### src/rtl/wfpa_pkg.sv
// shared types and constants of the worst-fit partition allocator
`timescale 1ns / 1ps
`default_nettype none

package wfpa_pkg;

  // partition store geometry
  localparam int MAX_PARTITIONS = 16;
  localparam int SIZE_BITS      = 16;

  // fixed field widths of the stream beats and the config register
  localparam int CMD_W  = 1;
  localparam int LIDX_W = 4;
  localparam int AMT_W  = 16;
  localparam int STAT_W = 2;
  localparam int PART_W = 4;
  localparam int HOLE_W = 16;
  localparam int PIU_W  = 5;

  localparam int IN_DATA_W  = ((LIDX_W + AMT_W + 7) / 8) * 8;
  localparam int OUT_DATA_W = ((PART_W + HOLE_W + 7) / 8) * 8;

  // derived widths
  localparam int IDX_W = (MAX_PARTITIONS > 1) ? $clog2(MAX_PARTITIONS) : 1;
  localparam int CNT_W = $clog2(MAX_PARTITIONS + 1);
  localparam int LIM_W = (CNT_W > PIU_W) ? CNT_W : PIU_W;
  localparam int CMP_W = (LIM_W > LIDX_W) ? LIM_W : LIDX_W;

  localparam logic [PIU_W-1:0] PIU_RESET = PIU_W'(16);

  typedef enum logic [CMD_W-1:0] {
    CMD_LOAD  = 1'b0,
    CMD_ALLOC = 1'b1
  } cmd_e;

  typedef enum logic [STAT_W-1:0] {
    STAT_LOADED    = 2'd0,
    STAT_ALLOCATED = 2'd1,
    STAT_NO_FIT    = 2'd2
  } status_e;

  typedef struct packed {
    logic             en;
    logic [IDX_W-1:0] addr;
  } ram_rd_t;

  typedef struct packed {
    logic                 en;
    logic [IDX_W-1:0]     addr;
    logic [SIZE_BITS-1:0] data;
  } ram_wr_t;

  typedef struct packed {
    status_e           status;
    logic [PART_W-1:0] partition;
    logic [HOLE_W-1:0] hole;
  } result_t;

endpackage

`default_nettype wire

### src/rtl/wfpa_space_ram.sv
// partition free-space memory with per-entry valid bits cleared at reset
`timescale 1ns / 1ps
`default_nettype none

module wfpa_space_ram
  import wfpa_pkg::*;
(
  input  wire logic                 clk_i,
  input  wire logic                 rst_ni,
  input  wire ram_rd_t              rd_i,
  input  wire ram_wr_t              wr_i,
  output logic [SIZE_BITS-1:0]      rd_data_o
);

  logic [SIZE_BITS-1:0]      mem [MAX_PARTITIONS];
  logic [MAX_PARTITIONS-1:0] valid_q;
  logic [SIZE_BITS-1:0]      mem_rd_q;
  logic                      vld_rd_q;

  always_ff @(posedge clk_i) begin
    if (wr_i.en) begin
      mem[wr_i.addr] <= wr_i.data;
    end
  end

  always_ff @(posedge clk_i) begin
    if (rd_i.en) begin
      mem_rd_q <= mem[rd_i.addr];
    end
  end

  always_ff @(posedge clk_i or negedge rst_ni) begin
    if (!rst_ni) begin
      valid_q  <= '0;
      vld_rd_q <= 1'b0;
    end else begin
      if (wr_i.en) begin
        valid_q[wr_i.addr] <= 1'b1;
      end
      if (rd_i.en) begin
        vld_rd_q <= valid_q[rd_i.addr];
      end
    end
  end

  // an entry never written reads as zero
  assign rd_data_o = vld_rd_q ? mem_rd_q : '0;

endmodule

`default_nettype wire

### src/rtl/wfpa_scan.sv
// command sequencer: load write, worst-fit scan over the store and write-back
`timescale 1ns / 1ps
`default_nettype none

module wfpa_scan
  import wfpa_pkg::*;
(
  input  wire logic                 clk_i,
  input  wire logic                 rst_ni,
  input  wire logic [PIU_W-1:0]     piu_i,
  input  wire logic                 cmd_valid_i,
  output logic                      cmd_ready_o,
  input  wire cmd_e                 cmd_i,
  input  wire logic [LIDX_W-1:0]    load_index_i,
  input  wire logic [AMT_W-1:0]     amount_i,
  output logic                      res_valid_o,
  input  wire logic                 res_ready_i,
  output result_t                   res_o,
  output ram_rd_t                   ram_rd_o,
  output ram_wr_t                   ram_wr_o,
  input  wire logic [SIZE_BITS-1:0] ram_rd_data_i
);

  typedef enum logic [2:0] {
    ST_IDLE = 3'b001,
    ST_SCAN = 3'b010,
    ST_DONE = 3'b100
  } state_e;

  state_e               state_q, state_d;
  logic [CNT_W-1:0]     cnt_q, cnt_d;
  logic                 rd_pend_q, rd_pend_d;
  logic [IDX_W-1:0]     rd_idx_q, rd_idx_d;
  logic [SIZE_BITS-1:0] amount_q, amount_d;
  logic                 found_q, found_d;
  logic [IDX_W-1:0]     best_idx_q, best_idx_d;
  logic [SIZE_BITS-1:0] best_val_q, best_val_d;
  logic                 wb_q, wb_d;
  logic [SIZE_BITS-1:0] wb_val_q, wb_val_d;
  result_t              res_q, res_d;

  logic [LIM_W-1:0]     limit_wide;
  logic [CNT_W-1:0]     limit;
  logic                 issue;
  logic                 accept;
  logic                 load_in_range;
  logic [SIZE_BITS-1:0] hole;

  // requests never search past the store depth
  assign limit_wide = (LIM_W'(piu_i) > LIM_W'(MAX_PARTITIONS)) ?
                      LIM_W'(MAX_PARTITIONS) : LIM_W'(piu_i);
  assign limit      = CNT_W'(limit_wide);

  assign cmd_ready_o   = (state_q == ST_IDLE);
  assign accept        = cmd_valid_i && cmd_ready_o;
  assign load_in_range = CMP_W'(load_index_i) < CMP_W'(MAX_PARTITIONS);
  assign issue         = (state_q == ST_SCAN) && (cnt_q < limit);
  assign hole          = best_val_q - amount_q;

  assign res_valid_o = (state_q == ST_DONE);
  assign res_o       = res_q;

  always_comb begin
    ram_rd_o.en   = issue;
    ram_rd_o.addr = cnt_q[IDX_W-1:0];
  end

  // one write port: a load from idle, or the write-back as the result leaves
  always_comb begin
    ram_wr_o.en   = 1'b0;
    ram_wr_o.addr = best_idx_q;
    ram_wr_o.data = wb_val_q;
    if (accept && (cmd_i == CMD_LOAD) && load_in_range) begin
      ram_wr_o.en   = 1'b1;
      ram_wr_o.addr = IDX_W'(load_index_i);
      ram_wr_o.data = SIZE_BITS'(amount_i);
    end else if ((state_q == ST_DONE) && res_ready_i && wb_q) begin
      ram_wr_o.en = 1'b1;
    end
  end

  always_comb begin
    state_d    = state_q;
    cnt_d      = cnt_q;
    rd_pend_d  = 1'b0;
    rd_idx_d   = rd_idx_q;
    amount_d   = amount_q;
    found_d    = found_q;
    best_idx_d = best_idx_q;
    best_val_d = best_val_q;
    wb_d       = wb_q;
    wb_val_d   = wb_val_q;
    res_d      = res_q;
    case (state_q)
      ST_IDLE: begin
        if (accept) begin
          if (cmd_i == CMD_LOAD) begin
            res_d.status    = STAT_LOADED;
            res_d.partition = '0;
            res_d.hole      = '0;
            wb_d            = 1'b0;
            state_d         = ST_DONE;
          end else begin
            amount_d = SIZE_BITS'(amount_i);
            cnt_d    = '0;
            found_d  = 1'b0;
            state_d  = ST_SCAN;
          end
        end
      end
      ST_SCAN: begin
        if (issue) begin
          cnt_d     = cnt_q + 1'b1;
          rd_pend_d = 1'b1;
          rd_idx_d  = cnt_q[IDX_W-1:0];
        end
        // strict compare keeps the lowest index on ties
        if (rd_pend_q && (ram_rd_data_i >= amount_q) &&
            (!found_q || (best_val_q < ram_rd_data_i))) begin
          found_d    = 1'b1;
          best_idx_d = rd_idx_q;
          best_val_d = ram_rd_data_i;
        end
        if (!issue && !rd_pend_q) begin
          wb_d     = found_q;
          wb_val_d = hole;
          if (found_q) begin
            res_d.status    = STAT_ALLOCATED;
            res_d.partition = PART_W'(best_idx_q);
            res_d.hole      = HOLE_W'(hole);
          end else begin
            res_d.status    = STAT_NO_FIT;
            res_d.partition = '0;
            res_d.hole      = '0;
          end
          state_d = ST_DONE;
        end
      end
      ST_DONE: begin
        if (res_ready_i) begin
          wb_d    = 1'b0;
          state_d = ST_IDLE;
        end
      end
      default: begin
        state_d = ST_IDLE;
      end
    endcase
  end

  always_ff @(posedge clk_i or negedge rst_ni) begin
    if (!rst_ni) begin
      state_q   <= ST_IDLE;
      rd_pend_q <= 1'b0;
      wb_q      <= 1'b0;
      found_q   <= 1'b0;
      cnt_q     <= '0;
    end else begin
      state_q   <= state_d;
      rd_pend_q <= rd_pend_d;
      wb_q      <= wb_d;
      found_q   <= found_d;
      cnt_q     <= cnt_d;
    end
  end

  always_ff @(posedge clk_i) begin
    rd_idx_q   <= rd_idx_d;
    amount_q   <= amount_d;
    best_idx_q <= best_idx_d;
    best_val_q <= best_val_d;
    wb_val_q   <= wb_val_d;
    res_q      <= res_d;
  end

`ifndef SYNTHESIS
  a_pend_in_scan: assert property (@(posedge clk_i) disable iff (!rst_ni)
    rd_pend_q |-> (state_q == ST_SCAN))
    else $error("read data pending outside of scan");

  a_no_write_in_scan: assert property (@(posedge clk_i) disable iff (!rst_ni)
    ram_wr_o.en |-> (state_q != ST_SCAN))
    else $error("store written while a scan is running");

  a_wb_only_alloc: assert property (@(posedge clk_i) disable iff (!rst_ni)
    ((state_q == ST_DONE) && wb_q) |-> (res_q.status == STAT_ALLOCATED))
    else $error("write-back pending without an allocation result");

  a_scan_bounded: assert property (@(posedge clk_i) disable iff (!rst_ni)
    (state_q == ST_SCAN) |-> (cnt_q <= limit))
    else $error("scan counter ran past the partitions in use");
`endif

endmodule

`default_nettype wire

### src/rtl/worst_fit_partition_allocator_core.sv
// top level of the worst-fit partition allocator: stream ports, config register, result register
// a load beat writes the store when it is accepted; a request reads min(partitions_in_use, 16)
//   store entries in order, one store read per cycle, and its result passes through the result register
// one beat at a time: a new beat is taken once the result has moved into the result register
// reset: async active low; partitions_in_use goes to 16, the store reads as all zero at once
`timescale 1ns / 1ps
`default_nettype none

module worst_fit_partition_allocator_core
  import wfpa_pkg::*;
(
  input  wire logic                  clk_i,
  input  wire logic                  rst_ni,
  // config: partitions_in_use
  input  wire logic                  cfg_we_i,
  input  wire logic [PIU_W-1:0]      cfg_wdata_i,
  // input beats
  input  wire logic                  s_axis_tvalid,
  output logic                       s_axis_tready,
  input  wire logic [IN_DATA_W-1:0]  s_axis_tdata,  // load_index [3:0], amount [19:4]
  input  wire logic [CMD_W-1:0]      s_axis_tuser,  // command [0]
  // result beats
  output logic                       m_axis_tvalid,
  input  wire logic                  m_axis_tready,
  output logic [OUT_DATA_W-1:0]      m_axis_tdata,  // chosen_partition [3:0], hole_left [19:4]
  output logic [STAT_W-1:0]          m_axis_tuser   // status [1:0]
);

  logic [PIU_W-1:0]     piu_q;
  logic                 out_valid_q;
  result_t              out_q;

  logic                 res_valid;
  logic                 res_ready;
  result_t              res;
  ram_rd_t              ram_rd;
  ram_wr_t              ram_wr;
  logic [SIZE_BITS-1:0] ram_rd_data;

  // partitions_in_use; the user should rewrite it only while idle, the block does not enforce this
  always_ff @(posedge clk_i or negedge rst_ni) begin
    if (!rst_ni) begin
      piu_q <= PIU_RESET;
    end else if (cfg_we_i) begin
      piu_q <= cfg_wdata_i;
    end
  end

  wfpa_space_ram u_ram (
    .clk_i     (clk_i),
    .rst_ni    (rst_ni),
    .rd_i      (ram_rd),
    .wr_i      (ram_wr),
    .rd_data_o (ram_rd_data)
  );

  wfpa_scan u_scan (
    .clk_i         (clk_i),
    .rst_ni        (rst_ni),
    .piu_i         (piu_q),
    .cmd_valid_i   (s_axis_tvalid),
    .cmd_ready_o   (s_axis_tready),
    .cmd_i         (cmd_e'(s_axis_tuser)),
    .load_index_i  (s_axis_tdata[LIDX_W-1:0]),
    .amount_i      (s_axis_tdata[LIDX_W+AMT_W-1:LIDX_W]),
    .res_valid_o   (res_valid),
    .res_ready_i   (res_ready),
    .res_o         (res),
    .ram_rd_o      (ram_rd),
    .ram_wr_o      (ram_wr),
    .ram_rd_data_i (ram_rd_data)
  );

  // result register decouples the sequencer from downstream back-pressure
  assign res_ready = !out_valid_q || m_axis_tready;

  always_ff @(posedge clk_i or negedge rst_ni) begin
    if (!rst_ni) begin
      out_valid_q <= 1'b0;
    end else if (res_ready) begin
      out_valid_q <= res_valid;
    end
  end

  always_ff @(posedge clk_i) begin
    if (res_ready && res_valid) begin
      out_q <= res;
    end
  end

  assign m_axis_tvalid = out_valid_q;
  assign m_axis_tuser  = out_q.status;
  assign m_axis_tdata  = OUT_DATA_W'({out_q.hole, out_q.partition});

endmodule

`default_nettype wire
### config.mk
export PLATFORM = sky130hd
export DESIGN_NAME = worst_fit_partition_allocator_core
export DESIGN_NICKNAME = d
export VERILOG_FILES = /design/src/rtl/wfpa_pkg.sv /design/src/rtl/wfpa_space_ram.sv /design/src/rtl/wfpa_scan.sv /design/src/rtl/worst_fit_partition_allocator_core.sv
export SDC_FILE = /design/constraint.sdc
export NUM_CORES = 1
export LEC_CHECK = 0
export BUFFER_PORTS_ARGS = -buffer_cell sky130_fd_sc_hd__buf_2
export CAP_MARGIN = 20
export CORE_MARGIN = 1
export CORE_UTILIZATION = 60
export DETAILED_ROUTE_END_ITERATION = 6
export PLACE_DENSITY_LB_ADDON = 0.25
export SYNTH_ARGS = -nofsm -noshare
export SYNTH_HDL_FRONTEND = slang
export SYNTH_HIERARCHICAL = 1
export SYNTH_SLANG_ARGS = --single-unit
### constraint.sdc
create_clock -name clk_i -period 4.1 [get_ports clk_i]
set_input_delay 0.205 -clock clk_i [delete_from_list [all_inputs] [get_ports clk_i]]
set_output_delay 0.205 -clock clk_i [all_outputs]
set_load 0.03 [all_outputs]
== Yosys cells after proc, flatten, opt, wreduce, memory -nomap -nowiden ==
Memory sizes are Yosys's and may differ from the RTL's. A register that Yosys moved wholly into a read port is not among the register bits.
Index checks and enable logic that the tools add are counted.
Operators by class
  eq/ne operators: 10
  add/subtract/negate cells: 2
  multiplexer cells: 36
  reduce and logical (&&, ||, !) cells: 26
  order comparisons: 7
  bitwise gates (word level): 2
Operators with widths (count)
  22-bit two-way mux: 4
  22-bit one-hot mux with 2 select lines: 1
  20-bit two-way mux: 1
  5-bit two-way mux: 4
  16-bit greater-or-equal comparator: 1
  16-bit less-than comparator: 1
  16-bit two-way mux: 1
  16-bit bitwise OR: 1
  16-bit subtractor: 1
  1-bit two-way mux: 15
  3-bit two-way mux: 4
  4-bit AND reduction: 3
  4-bit by 5-bit less-than comparator with 1-bit output (second input constant): 2
  2-bit != test (second input constant): 5
  5-bit one-hot mux with 2 select lines: 1
  1-bit logical AND: 9
  3-bit one-hot mux with 3 select lines: 1
  2-bit AND reduction: 3
  3-bit AND reduction: 2
  5-bit by 1-bit adder with 5-bit output (second input constant): 1
  5-bit greater-than comparator (second input constant): 1
  5-bit less-than comparator: 1
  5-bit AND reduction: 1
  1-bit binary-select mux with 4-bit select: 1
  other kinds (13): 18
Word-level totals
  input bits: 35
  bits in writable memories: 256
  memories: 1
  bits in registers: 134
  output and inout bits: 28
Memory list
  u_ram.mem: depth 16, bits a word 16, rd ports 1, clocked after memory_dff 1, write ports 1, line wfpa_space_ram.sv:15  | logic [SIZE_BITS-1:0] mem [MAX_PARTITIONS];

== Logic depth before layout (Yosys ltp) ==
  depth in word-level cells: 9
  depth in mapped cells: 9

== By module ==
Netlist, hierarchy kept.
By module, submodules not included
  wfpa_space_ram: instances 1, seq. area each 8593.2 µm², cells each 452, area an instance 10961.8 µm²
  wfpa_scan: instances 1, seq. area each 2618.8 µm², cells each 413, area an instance 4969.8 µm²
  worst_fit_partition_allocator_core: instances 1, seq. area each 812.0 µm², cells each 41, area an instance 920.9 µm²

== Worst setup path after synthesis ==
OpenSTA, ideal clock, no wires.
  path kind: reg2reg
  start point: register u_scan.state_q[0]
  end point: memory u_ram.mem[0][0] (enable)
  setup slack: 0.102 ns
  stages on the path, launching flop included: 8
  data arrival time: 3.587 ns
  path buffers: 1
  library setup time: 0.411 ns
  cell sequence: dfstp_2 nor3b_2 nand2_1 nor2_2 buf_4 mux2_2 or3b_1 nor3_1
RTL lines
  from (decl): line wfpa_scan.sv:30  | state_e state_q, state_d;
  from (signal assigned): line wfpa_scan.sv:159  | state_q <= state_d;
  to (decl): line wfpa_space_ram.sv:15

== Worst setup path in the final report ==
  start point: register u_ram.vld_rd_q
  end point: register u_scan.best_idx_q[1] (enable)
Between the ends
  cells in the longest elaborated chain, start to end: 5
  elaborated cells between the ends (all ways): 7
  classes of those cells: order compare: 2; mux: 1; reduce/logical: 4
RTL lines
  from (decl): line wfpa_space_ram.sv:18  | logic vld_rd_q;
  from (signal assigned): line wfpa_space_ram.sv:41  | vld_rd_q <= valid_q[rd_i.addr];
  16-bit two-way mux (*): line wfpa_space_ram.sv:47  | assign rd_data_o = vld_rd_q ? mem_rd_q : '0;
  net ram_rd_data[7]: line worst_fit_partition_allocator_core.sv:38  | logic [SIZE_BITS-1:0] ram_rd_data;
  16-bit greater-or-equal comparator / 16-bit less-than comparator (equally long branches): line wfpa_scan.sv:118, wfpa_scan.sv:119
  1-bit logical AND / 1-bit logical OR (equally long branches): line wfpa_scan.sv:118, wfpa_scan.sv:119
  1-bit logical AND (*): line wfpa_scan.sv:118  | if (rd_pend_q && (ram_rd_data_i >= amount_q) &&
  2-bit AND reduction (no line) (*)
  to (signal assigned): line wfpa_scan.sv:170  | best_idx_q <= best_idx_d;
  to (decl): line wfpa_scan.sv:36  | logic [IDX_W-1:0] best_idx_q, best_idx_d;
The timed path passes the listed nets; every way through them passes the cells marked *.
A chain may end at the register's enable or synchronous reset.

==> key figures <==
Critical path
  • Crit path launch type: flop
  • CP startpoint: u_ram/vld_rd_q
  • Critical Path AT: 3.36 ns
  • Critical Path RT: 4.30 ns
  • R2R depth: 9
  • CP Max Fanout: 17
  • Setup crit end kind: flop
  • Reg2reg start: u_ram/vld_rd_q
  • CP Class: reg2reg

Clock network
  • CTS resizes: 0
  • CTS clk-pin slew, worst paths: 0.06 ns
  • CTS tree: done
  • Post-CTS setup buffers: 0
  • CTS root buffer: clkbuf_16
  • Clock sink count: 406
  • TritonCTS Buffers: 40
  • Clk buf depth: 3
  • CTS HTree Levels: 2
  • Worst-Skew Late Latency: 0.54 ns

Power and ir drop
  • Register share of total power: 48.6%
  • Leakage: 6.62 nW
  • Clk pwr share: 32.8%
  • Sw frac: 25.3%
  • Pint: 0.00765 W
  • Cell Pwr Density: 536 nW/µm²
  • Comb pwr share: 18.7%
  • Max VDD drop: 0.384 mV
  • P_sw: 0.00258 W

Detailed routing
  • DR WL/cell: 24.3 µm
  • Final ANT Viol Nets: 0
  • DRT Pass-1 Iters: 7
  • Detailed-route via count: 8549
  • Drt drc: 0
  • Vias per cell: 5.99
  • Iter 0 DRT Violations: 704
  • Final WL: 34.6 mm

GRT
  • Initial antenna violation count: 0
  • Global-route wire length before repair: 52.5 mm
  • Grt ovf: 0
  • Met1 global-route usage: 33.9%
  • Gr busiest metal: met2
  • Vias in the first global route: 8820
  • GRT Util Overall: 25.5%
  • GR met2 Demand/Resource: 42.5%
  • Largest net degree at the start of global routing: 74
  • Routing usage on met3: 4.90%

Hold path
  • Hold_sp: cfg_we_i
  • Tightest Hold Check Type: in2reg
  • Hold path depth: 2

Floorplan
  • Core Box Area: 27300 µm²
  • Die W: 170 µm
  • Die Footprint: 28800 µm²
  • Ports: 63
  • FP Rows: 60
  • Die H: 170 µm
  • Initial Utilization: 61.8%

Flow run
  • Max_cap viols: 0

Cells and area
  • Non-filler cells, final: 1427
  • Fin nets: 1113
  • Fin area: 19100 µm²
  • Layout area overhead: 13.3%
  • Layout cell share with drive strength beyond 1: 26.9%
  • Fillers: 1712

Place
  • Buffers on Ports: 54
  • Placed insts: 1332
  • Post-detail-place hpwl: 20.6 mm
  • RD Place Congestion: 0.862
  • Area post-placement: 17700 µm²

Logic synthesis
  • Number of flops mapped to enable cells by yosys: 372
  • Post-synthesis register bit count: 406
  • Mean Syn Cell Area: 18.6 µm²
  • Main synth FF type: edfxtp_1
  • Async SR Flop Fraction: 8.37%
  • Synth warn: 6
  • Sequential area share after synthesis: 71.3%
  • Unique masters post-synth: 65
  • Cell Area, Synth: 16900 µm²
  • Mapped Cells: 906

Timing
  • Worst slew pin tran: 1.04 ns
  • Hold Violations, Final: 0
  • Clk_skew: 0.0162 ns
  • Total Neg Setup Slack: 0 ns
  • Unrepaired setup endpoints after global routing: no
  • Max frequency: 0.316 GHz
  • Slew headroom: 30.5%
  • Slew Limit Fails: 0
  • Setup violators final: 0
  • Final worst-path cycle share: 77.1%
  • Post-route minimum period: 3.16 ns

Outcome
  • Outcome: finished clean
[placed cells by master (no fill, tap or decap), types with 17 or more instances in the layout]
| cell | Yosys | layout |
|---|---|---|
| mux2_2 | 26 | 26 |
| ha_1 | 51 | 51 |
| inv_1 | 44 | 44 |
| dlygate4sd3_1 | 0 | 24 |
| dfrtp_1 | 32 | 30 |
| buf_2 | 7 | 54 |
| nor2_1 | 29 | 17 |
| and2_1 | 25 | 25 |
| clkbuf_16 | 0 | 41 |
| a21oi_1 | 28 | 28 |
| or2_1 | 17 | 17 |
| edfxtp_1 | 372 | 372 |
| mux4_2 | 84 | 84 |
| nand2_1 | 27 | 27 |
| buf_4 | 11 | 28 |
[power by group through the flow]
stage	combinational, W	clock (W)	sequential (W)
floorplan	0.00145	0	0.00504
global placement	0.00184	0	0.00504
detailed placement	0.00187	0	0.00505
CTS	0.00193	0.00342	0.00497
global route	0.00207	0.00356	0.00499
finish	0.00191	0.00335	0.00497
[worst max-delay path, stage by stage (launching register included)]
cell and delay, ns:
dfrtp_1 0.58, and2_1 0.28, ha_1 0.33, and4_1 0.22
o21ai_0 0.09, nor3_1 0.28, o211ai_1 0.14, and3_4 0.20
a211oi_2 0.34, buf_4 0.36
[cell families (layout without fill, tap and decap cells)]
group	Yosys count	count (layout)	synth area share, %
adder cells (fa/ha/maj)	52	52	3.91
XOR/XNOR	10	10	0.520
flip-flops	406	406	71.3
AO/OA/AOI/OAI	76	76	2.96
multiplexers	117	117	13.4
other	1	5	0.0223
AND/OR/NAND/NOR	168	168	5.58
buffers and inverters	76	221	2.28
[metrics by stage]
step                      worst slack, ns  total power, W  hold slack [ns]  utilization (%)
final                               0.940          0.0102           0.0223             70.1
after CTS                           0.957          0.0103          0.00475             70.1
after global placement               1.02         0.00688            0.333             64.8
after detailed placement            0.985         0.00692            0.345             64.8
after global routing                0.813          0.0106           0.0209             70.1
after floorplan                     0.102         0.00649          -0.0906                -
[sequential cells by signal (all words and copies together) (netlist names), 5 cells and up]
signal and count:
u_ram/valid_q 16, u_scan/cnt_q 5, u_scan/best_val_q 16, m_axis_tdata 20, piu_q 5, u_scan/wb_val_q 16, u_ram/mem 256, u_ram/mem_rd_q 16
u_scan/amount_q 16, u_scan/res_o 22
[area by class of cell]
type / instances / area, µm² / area share [%]
Tap cell: 372 / 465 / 2.44
Antenna cell: 1 / 2.50 / 0.0131
Timing Repair Buffer: 107 / 741 / 3.88
Clock buffer: 49 / 1060 / 5.53
Multi-Input combinational cell: 427 / 4510 / 23.6
Sequential cell: 406 / 12000 / 63.0
Inverter: 44 / 165 / 0.865
Clock inverter: 21 / 128 / 0.668
[cell usage after synthesis, types with 2 or more instances]
cell type / instances / area [µm²]
o21ai_0: 10 / 50.1
mux4_2: 84 / 1890
a31oi_1: 3 / 18.8
nand3b_1: 3 / 22.5
buf_1: 3 / 11.3
dfrtp_1: 32 / 801
a211o_1: 2 / 17.5
buf_2: 7 / 35.0
or3_1: 4 / 25.0
o21ai_1: 3 / 15.0
edfxtp_1: 372 / 11200
buf_6: 2 / 22.5
nor3b_1: 3 / 22.5
nor2b_1: 6 / 37.5
nand2_1: 27 / 101
or2_2: 3 / 18.8
a21oi_2: 2 / 17.5
and3_1: 7 / 43.8
o21a_1: 2 / 15.0
buf_8: 3 / 45.0
mux2i_1: 7 / 70.1
o21bai_1: 2 / 15.0
dfstp_2: 2 / 52.6
mux2_2: 26 / 293
a21o_1: 8 / 60.1
inv_1: 44 / 165
nand3_1: 7 / 35.0
xnor2_1: 8 / 70.1
nor2_1: 29 / 109
or2_1: 17 / 106
nand4_1: 6 / 37.5
o211ai_1: 2 / 15.0
xor2_1: 2 / 17.5
a21oi_1: 28 / 140
nor3_1: 13 / 65.1
nand2b_1: 7 / 43.8
ha_1: 51 / 638
and2_1: 25 / 156
clkbuf_1: 6 / 22.5
buf_4: 11 / 82.6
a21boi_1: 2 / 15.0
or3b_1: 2 / 17.5
[per-layer routing]
metal | vias to the layer above | routed length, µm
met5 | - | 0
met4 | 0 | 1050
met3 | 71 | 2050
met2 | 297 | 17400
met1 | 4384 | 14100
li1 | 3797 | -
[path summary, 6_finish.rpt]
| path | to | slack (ns) |
|---|---|---|
| worst max-delay path | u_scan/best_idx_q[1] | 0.94 |
| worst min-delay path | piu_q[1] | 0.02 |
| worst max register to register | u_scan/best_idx_q[1] | 0.94 |
| worst min register to register | m_axis_tdata[5] | 0.41 |
| max in group asynchronous | u_scan/cnt_q[0] | 3.19 |
| min in group asynchronous | u_ram/valid_q[14] | 0.29 |
[repair_timing]
item                                    4_1_cts  5_1_grt
hold buffers                                 24        0
hold endpoints to repair                     54        0
endpoints found under the setup margin        0        0
(Power assumes the default switching activity.)
